`config.mk`:
```
export PLATFORM = sky130hd
export DESIGN_NAME = utf8_validating_decoder
export DESIGN_NICKNAME = d
export VERILOG_FILES = /design/src/utf8vd_pkg.sv /design/src/utf8vd_in_stage.sv /design/src/utf8vd_step.sv /design/src/utf8vd_out_stage.sv /design/src/utf8_validating_decoder.sv
export SDC_FILE = /design/constraint.sdc
export NUM_CORES = 1
export LEC_CHECK = 0
export ABC_CLOCK_PERIOD_IN_PS = 3700
export BUFFER_PORTS_ARGS = -buffer_cell sky130_fd_sc_hd__buf_2
export CAP_MARGIN = 40
export CORE_UTILIZATION = 45
export CTS_BUF_LIST = sky130_fd_sc_hd__clkbuf_16
export DETAILED_ROUTE_END_ITERATION = 8
export PLACE_DENSITY = 0.63
export SLEW_MARGIN = 25
export SYNTH_ARGS = -nofsm -noshare
export SYNTH_HDL_FRONTEND = slang
export SYNTH_SLANG_ARGS = --single-unit
```
`constraint.sdc`:
```
create_clock -name clk -period 3.7 [get_ports clk]
set_input_delay 0.925 -clock clk [delete_from_list [all_inputs] [get_ports clk]]
set_output_delay 0.925 -clock clk [all_outputs]
set_load 0.01 [all_outputs]
```
`src/utf8vd_pkg.sv`:
```
// Types and constants for the UTF-8 validating decoder.
`default_nettype none

package utf8vd_pkg;

  localparam int unsigned CP_W  = 21;
  localparam int unsigned LEN_W = 3;

  localparam logic [7:0] LEAD_MASK    = 8'hC0;
  localparam logic [7:0] CONT_TAG     = 8'h80;
  localparam logic [7:0] CONT_PAYLOAD = 8'h3F;

  localparam logic [CP_W-1:0] MIN_2B     = 21'h000080;
  localparam logic [CP_W-1:0] MIN_3B     = 21'h000800;
  localparam logic [CP_W-1:0] MIN_4B     = 21'h010000;
  localparam logic [CP_W-1:0] SURR_LO    = 21'h00D800;
  localparam logic [CP_W-1:0] SURR_HI    = 21'h00DFFF;
  localparam logic [CP_W-1:0] NONCHAR_LO = 21'h00FFFE;
  localparam logic [CP_W-1:0] NONCHAR_HI = 21'h00FFFF;
  localparam logic [CP_W-1:0] CP_MAX     = 21'h10FFFF;

  typedef struct packed {
    logic             valid;
    logic [CP_W-1:0]  code_point;
    logic             error;
    logic [LEN_W-1:0] seq_length;
  } res_t;

endpackage

`default_nettype wire

```
`src/utf8vd_in_stage.sv`:
```
// Input register: holds one byte until the decode step takes it.
`default_nettype none

module utf8vd_in_stage (
  input  wire logic       clk,
  input  wire logic       rst_n,
  input  wire logic       in_valid,
  output logic            in_stall,
  input  wire logic [7:0] in_byte,
  input  wire logic       take,
  output logic            hold_valid,
  output logic [7:0]      hold_byte
);
  import utf8vd_pkg::*;

  logic       valid_r;
  logic [7:0] byte_r;

  assign in_stall   = valid_r && !take;
  assign hold_valid = valid_r;
  assign hold_byte  = byte_r;

  always_ff @(posedge clk) begin
    if (!rst_n) begin
      valid_r <= 1'b0;
    end else if (!in_stall) begin
      valid_r <= in_valid;
    end
  end

  always_ff @(posedge clk) begin
    if (!in_stall && in_valid) begin
      byte_r <= in_byte;
    end
  end

endmodule

`default_nettype wire

```
`src/utf8vd_step.sv`:
```
// Decode step: sequence state and the per-byte update and checks.
`default_nettype none

module utf8vd_step (
  input  wire logic       clk,
  input  wire logic       rst_n,
  input  wire logic [7:0] data,
  input  wire logic       fire,
  output utf8vd_pkg::res_t res
);
  import utf8vd_pkg::*;

  logic [CP_W-1:0] acc_r, acc_nxt;
  logic [1:0]      rem_r, rem_nxt;
  logic [1:0]      tot_r, tot_nxt;

  logic            is_cont;
  logic [CP_W-1:0] shifted;
  logic [CP_W-1:0] minimum;
  logic            bad;

  assign is_cont = (data & LEAD_MASK) == CONT_TAG;
  assign shifted = {acc_r[CP_W-7:0], data[5:0] & CONT_PAYLOAD[5:0]};

  always_comb begin
    case (tot_r)
      2'd1:    minimum = MIN_2B;
      2'd2:    minimum = MIN_3B;
      default: minimum = MIN_4B;
    endcase
    bad = (shifted < minimum)
       || (shifted >= SURR_LO && shifted <= SURR_HI)
       || (shifted == NONCHAR_LO) || (shifted == NONCHAR_HI)
       || (shifted > CP_MAX);
  end

  always_comb begin
    res     = '0;
    acc_nxt = acc_r;
    rem_nxt = rem_r;
    tot_nxt = tot_r;
    if (rem_r == 2'd0) begin
      if (is_cont) begin
        res.valid      = 1'b1;
        res.error      = 1'b1;
        res.seq_length = 3'd1;
      end else if (!data[7]) begin
        res.valid      = 1'b1;
        res.code_point = {13'd0, data};
        res.seq_length = 3'd1;
      end else if (data inside {[8'hF8:8'hFF]}) begin
        res.valid      = 1'b1;
        res.error      = 1'b1;
        res.seq_length = 3'd1;
      end else if (data inside {[8'hC0:8'hDF]}) begin
        tot_nxt = 2'd1;
        rem_nxt = 2'd1;
        acc_nxt = {16'd0, data[4:0]};
      end else if (data inside {[8'hE0:8'hEF]}) begin
        tot_nxt = 2'd2;
        rem_nxt = 2'd2;
        acc_nxt = {17'd0, data[3:0]};
      end else begin
        tot_nxt = 2'd3;
        rem_nxt = 2'd3;
        acc_nxt = {18'd0, data[2:0]};
      end
    end else if (!is_cont) begin
      // broken sequence: this byte is counted and consumed
      res.valid      = 1'b1;
      res.error      = 1'b1;
      res.seq_length = {1'b0, tot_r} - {1'b0, rem_r} + 3'd2;
      acc_nxt        = '0;
      rem_nxt        = 2'd0;
      tot_nxt        = 2'd0;
    end else begin
      acc_nxt = shifted;
      rem_nxt = rem_r - 2'd1;
      if (rem_r == 2'd1) begin
        res.valid      = 1'b1;
        res.error      = bad;
        res.code_point = bad ? '0 : shifted;
        res.seq_length = {1'b0, tot_r} + 3'd1;
        acc_nxt        = '0;
        tot_nxt        = 2'd0;
      end
    end
  end

  always_ff @(posedge clk) begin
    if (!rst_n) begin
      acc_r <= '0;
      rem_r <= 2'd0;
      tot_r <= 2'd0;
    end else if (fire) begin
      acc_r <= acc_nxt;
      rem_r <= rem_nxt;
      tot_r <= tot_nxt;
    end
  end

endmodule

`default_nettype wire

```
`src/utf8vd_out_stage.sv`:
```
// Result register on the output channel.
`default_nettype none

module utf8vd_out_stage (
  input  wire logic                       clk,
  input  wire logic                       rst_n,
  input  wire utf8vd_pkg::res_t           res,
  input  wire logic                       load,
  output logic                            free,
  output logic                            out_valid,
  input  wire logic                       out_stall,
  output logic [utf8vd_pkg::CP_W-1:0]     out_code_point,
  output logic                            out_error,
  output logic [utf8vd_pkg::LEN_W-1:0]    out_seq_length
);
  import utf8vd_pkg::*;

  logic             valid_r;
  logic [CP_W-1:0]  cp_r;
  logic             err_r;
  logic [LEN_W-1:0] len_r;

  assign free           = !valid_r || !out_stall;
  assign out_valid      = valid_r;
  assign out_code_point = cp_r;
  assign out_error      = err_r;
  assign out_seq_length = len_r;

  always_ff @(posedge clk) begin
    if (!rst_n) begin
      valid_r <= 1'b0;
    end else if (load) begin
      valid_r <= 1'b1;
    end else if (!out_stall) begin
      valid_r <= 1'b0;
    end
  end

  always_ff @(posedge clk) begin
    if (load) begin
      cp_r  <= res.code_point;
      err_r <= res.error;
      len_r <= res.seq_length;
    end
  end

endmodule

`default_nettype wire

```
`src/utf8_validating_decoder.sv`:
```
// Top level of the UTF-8 validating decoder.
// A result is registered in the output stage when the last byte of its sequence is decoded.
// Throughput: one byte per cycle while no result waits on a stalled output; the sequence state updates per byte.
// Lead bytes that open a sequence and non-final continuation bytes give no result and never wait on the output.
// Reset (rst_n low, synchronous) empties both registers and returns the decoder to idle.
`default_nettype none

module utf8_validating_decoder (
  input  wire logic                       clk,
  input  wire logic                       rst_n,
  input  wire logic                       in_valid,
  output logic                            in_stall,
  input  wire logic [7:0]                 in_byte,
  output logic                            out_valid,
  input  wire logic                       out_stall,
  output logic [utf8vd_pkg::CP_W-1:0]     out_code_point,
  output logic                            out_error,
  output logic [utf8vd_pkg::LEN_W-1:0]    out_seq_length
);
  import utf8vd_pkg::*;

  logic       hold_valid;
  logic [7:0] hold_byte;
  logic       fire;
  logic       free;
  res_t       res;

  assign fire = hold_valid && (!res.valid || free);

  utf8vd_in_stage u_in (
    .clk        (clk),
    .rst_n      (rst_n),
    .in_valid   (in_valid),
    .in_stall   (in_stall),
    .in_byte    (in_byte),
    .take       (fire),
    .hold_valid (hold_valid),
    .hold_byte  (hold_byte)
  );

  utf8vd_step u_step (
    .clk   (clk),
    .rst_n (rst_n),
    .data  (hold_byte),
    .fire  (fire),
    .res   (res)
  );

  utf8vd_out_stage u_out (
    .clk            (clk),
    .rst_n          (rst_n),
    .res            (res),
    .load           (fire && res.valid),
    .free           (free),
    .out_valid      (out_valid),
    .out_stall      (out_stall),
    .out_code_point (out_code_point),
    .out_error      (out_error),
    .out_seq_length (out_seq_length)
  );

endmodule

`default_nettype wire

```
==> results.sh <==
export IMPL_total_leakage_power_nw=1.08
export IMPL_power_switching_mw=0.288
export IMPL_grt_start_max_net_pins=26
export IMPL_ys_warn_count=0
export IMPL_clkLatencyLatePin_ns=0.29
export IMPL_yosys_top_cells_count="sky130_fd_sc_hd__edfxtp_1, sky130_fd_sc_hd__dfxtp_1, sky130_fd_sc_hd__nor2_1"
export IMPL_die_width_um=74.3
export IMPL_drv_max_cap_violation_count=0
export IMPL_power_sequential_fraction=0.545
export IMPL_clock_tree_htree_level_count=2
export IMPL_critical_path_buf_inv_count=3
export IMPL_die_height_um=74.3
export IMPL_post_synth_inst_count=193
export IMPL_worst_slew_pin_transition_ns=0.756
export IMPL_final_hold_worst_slack_ns=0.487
export IMPL_synthTopCellsByArea="sky130_fd_sc_hd__edfxtp_1, sky130_fd_sc_hd__dfxtp_1, sky130_fd_sc_hd__ha_1"
export IMPL_die_area_um2=5520
export IMPL_leading_cell_type_by_number_of_instances_after_synthesis="sky130_fd_sc_hd__edfxtp_1"
export IMPL_worst_clock_skew_ns=0.00424
export IMPL_postCtsHoldBufs=0
export IMPL_grt_overflow_total=0
export IMPL_final_area_um2=2760
export IMPL_path_max_fanout=8
export IMPL_postCtsResizedCells=0
export IMPL_ir_worst_vdd_uv=289
export IMPL_setup_viol_count_final=0
export IMPL_hold_viol_final=0
export IMPL_groute_usage_overall=0.175
export IMPL_max_slew_margin=0.494
export IMPL_via_count=1581
export IMPL_hpwlAfterDp_um=3120
export IMPL_critical_path_max_stage_delay_ns=0.35
export IMPL_cp_cell_sequence="inv_1 -> ha_1 -> inv_2 -> a31o_1 -> a21bo_2 -> nor2_1 -> buf_2"
export IMPL_number_of_rows_created_at_floorplan=25
export IMPL_timing_critical_path_required_ns=2.77
export IMPL_worst_hold_path_type="register to register"
export IMPL_setup_slack_on_the_worst_flop_to_flop_path_ns=1.34
export IMPL_synth_fp_nets=215
export IMPL_area_leader_netlist="sky130_fd_sc_hd__edfxtp_1"
export IMPL_holdCritStartpoint="u_step.acc_r[13]$_SDFFE_PN0P_"
export IMPL_worst_ep_arrival_time_ns=2.02
export IMPL_ys_ff_latch=54
export IMPL_timing_reg2reg_worst_path_depth=7
export IMPL_cellPowerDensity_nw_per_um2=452
export IMPL_endpoint_kind="output pin"
export IMPL_post_place_ws_ns=1.08
export IMPL_placed_cell_area_um2=2620
export IMPL_worst_setup_path_start_kind="register"
export IMPL_synth_cell_area_um2=2350
export IMPL_remaining_drc_errors=0
export IMPL_synth_sequential_area_ratio=0.600
export IMPL_r2r_end="u_step.acc_r[0]$_SDFFE_PN0P_"
export IMPL_num_antenna_cells=0
export IMPL_routabilityCongestion=0.809
export IMPL_wl_per_cell_um=14.6
export IMPL_firstDrtPassIters=4
export IMPL_synth_async_sr_flop_share=0
export IMPL_viasPerCell=5.22
export IMPL_fp_coreArea_um2=4880
export IMPL_netSwitchingFraction=0.231
export IMPL_achievable_frequency_ghz=0.339
export IMPL_cts_tree="done"
export IMPL_period_needed_ns=2.95
export IMPL_power_share_clock=0.365
export IMPL_post_synth_num_cell_types=48
export IMPL_number_of_buffers_on_the_longest_clock_path=2
export IMPL_place_port_buffers=38
export IMPL_post_cts_buffers=0
export IMPL_synth_edff_count=33
export IMPL_register_area_um2=1410
export IMPL_synthesis_area_per_instance_um2=12.2
export IMPL_routed_wl_um=4420
export IMPL_criticalPathCategory="register to output pin"
export IMPL_worst_path_max_delay_cell="sky130_fd_sc_hd__dfxtp_1"
export IMPL_timing_hold_worst_path_depth=2
export IMPL_drt_initial_drc_count=73
export IMPL_final_max_slew_viol_count=0
export IMPL_outcome="finished, final reports clean"
export IMPL_finalPower_mw=1.25
export IMPL_clock_root_buffer="sky130_fd_sc_hd__clkbuf_16"
export IMPL_drtAntennaViolNets=0
export IMPL_p_comb_frac=0.089
export IMPL_finalCritPeriodShare=0.797
export IMPL_boundaryPins=39
export IMPL_place_detailed_instances=295
export IMPL_fin_setup_tns_ns=0
export IMPL_multiInputGateArea_um2=876
export IMPL_starting_density_of_the_core=0.482
export IMPL_first_global_vias=1486
export IMPL_layout_cell_share_with_drive_strength_beyond_1=0.233
export IMPL_flow_area_growth_from_synthesis_pct=17.3
export IMPL_worst_setup_hold_path_clk_slew_ns=0.07
export IMPL_antenna_violations_before_repair=0
export IMPL_final_core_utilization=0.566
export IMPL_grt_pass1_wl_um=7130
export IMPL_worstHoldEndpoint="u_step.acc_r[13]$_SDFFE_PN0P_"
export IMPL_worst_slack_ns=0.752
export IMPL_intPower_mw=0.959
export IMPL_numClockSinks=54
export IMPL_setup_repair_after_global_routing_missed_its_margin="false"
export IMPL_post_layout_nonfiller_instances=303
export IMPL_cts_buffers_inserted=5
export IMPL_design_final_nets=257
export IMPL_timing_rr_start="u_step.rem_r[0]$_SDFFE_PN0P_"
export IMPL_cp_top_family="compound AO/OA/AOI/OAI gates"
export IMPL_nFillCells=436
export IMPL_portion_of_synthesized_cell_area_occupied_by_the_leading_cell_type=0.421
export IMPL_synth_flop_cell="sky130_fd_sc_hd__edfxtp_1"
metal layers:
layer  share of wire  vias to the layer above  track usage
met5               0                        -            0
met3           0.035                        9       0.0420
met1            0.48                      726        0.234
met2            0.46                       36        0.276
met4           0.021                        0       0.0713
li1                -                      810            -
cells by family (layout without fill, tap and decap cells):
family	count (synthesis)	count (layout)	share of synthesized area
multiplexers	2	2	0.00904
adder cells (fa/ha/maj)	10	10	0.0532
AND/OR/NAND/NOR	59	59	0.139
XOR/XNOR	1	1	0.00372
buffers and inverters	16	59	0.0298
flip-flops	54	54	0.600
AO/OA/AOI/OAI	51	51	0.165
layout by cell type (no fill, tap or decap), types with 5 or more instances in the layout:
master / Yosys / layout
sky130_fd_sc_hd__clkbuf_16: 0 / 5
sky130_fd_sc_hd__dfxtp_1: 21 / 21
sky130_fd_sc_hd__edfxtp_1: 33 / 33
sky130_fd_sc_hd__ha_1: 10 / 10
sky130_fd_sc_hd__nand2_1: 9 / 9
sky130_fd_sc_hd__nor2_1: 15 / 15
sky130_fd_sc_hd__and2_1: 12 / 12
sky130_fd_sc_hd__buf_2: 2 / 38
sky130_fd_sc_hd__inv_1: 10 / 11
sky130_fd_sc_hd__a22o_1: 11 / 11
sky130_fd_sc_hd__o21a_1: 8 / 8
tightest hold or removal path, stage by stage, from the launching register on:
cell	delay (ns)
sky130_fd_sc_hd__dfxtp_1	0.33
sky130_fd_sc_hd__nand2_1	0.06
sky130_fd_sc_hd__o21ai_1	0.05
worst max-delay path by stage:
| stage | to | startpoint | slack (ns) | cells past startpoint |
|---|---|---|---|---|
| floorplan | u_out.out_code_point[0]$_DFFE_PP_ | u_step.rem_r[0]$_SDFFE_PN0P_ | 0.86 | 6 |
| global placement | in_stall | u_step.rem_r[0]$_SDFFE_PN0P_ | 1.11 | 7 |
| detailed placement | in_stall | u_step.rem_r[0]$_SDFFE_PN0P_ | 1.08 | 7 |
| CTS | in_stall | u_step.rem_r[0]$_SDFFE_PN0P_ | 0.76 | 7 |
| global route | in_stall | u_step.rem_r[0]$_SDFFE_PN0P_ | 0.63 | 7 |
| finish | in_stall | u_step.rem_r[0]$_SDFFE_PN0P_ | 0.75 | 7 |
power by group through the flow:
stage / sequential, mW / clock (mW) / combinational [mW]
4_1_cts: 0.680 / 0.465 / 0.112
3_3_place_gp: 0.694 / 0 / 0.110
5_1_grt: 0.684 / 0.489 / 0.124
2_1_floorplan: 0.699 / 0 / 0.0646
6_report: 0.680 / 0.456 / 0.111
3_5_place_dp: 0.694 / 0 / 0.111
cell type report:
cell class,instances,share of cell area
well taps,67,0.0304
clock inverters,3,0.00635
repair buffers,40,0.0743
flip-flops and latches,54,0.511
multi-input cells,123,0.317
clock buffers,5,0.0453
inverters,11,0.0150
flip-flops by register name, indices dropped and copies added, names as in the netlist:
| name | count |
|---|---|
| u_in.hold_byte | 8 |
| u_in.hold_valid | 1 |
| u_out.out_code_point | 21 |
| u_out.out_error | 1 |
| u_out.out_seq_length | 3 |
| u_out.out_valid | 1 |
| u_step.acc_r | 15 |
| u_step.rem_r | 2 |
| u_step.tot_r | 2 |
No activity file was read; power rests on OpenSTA's default activity.
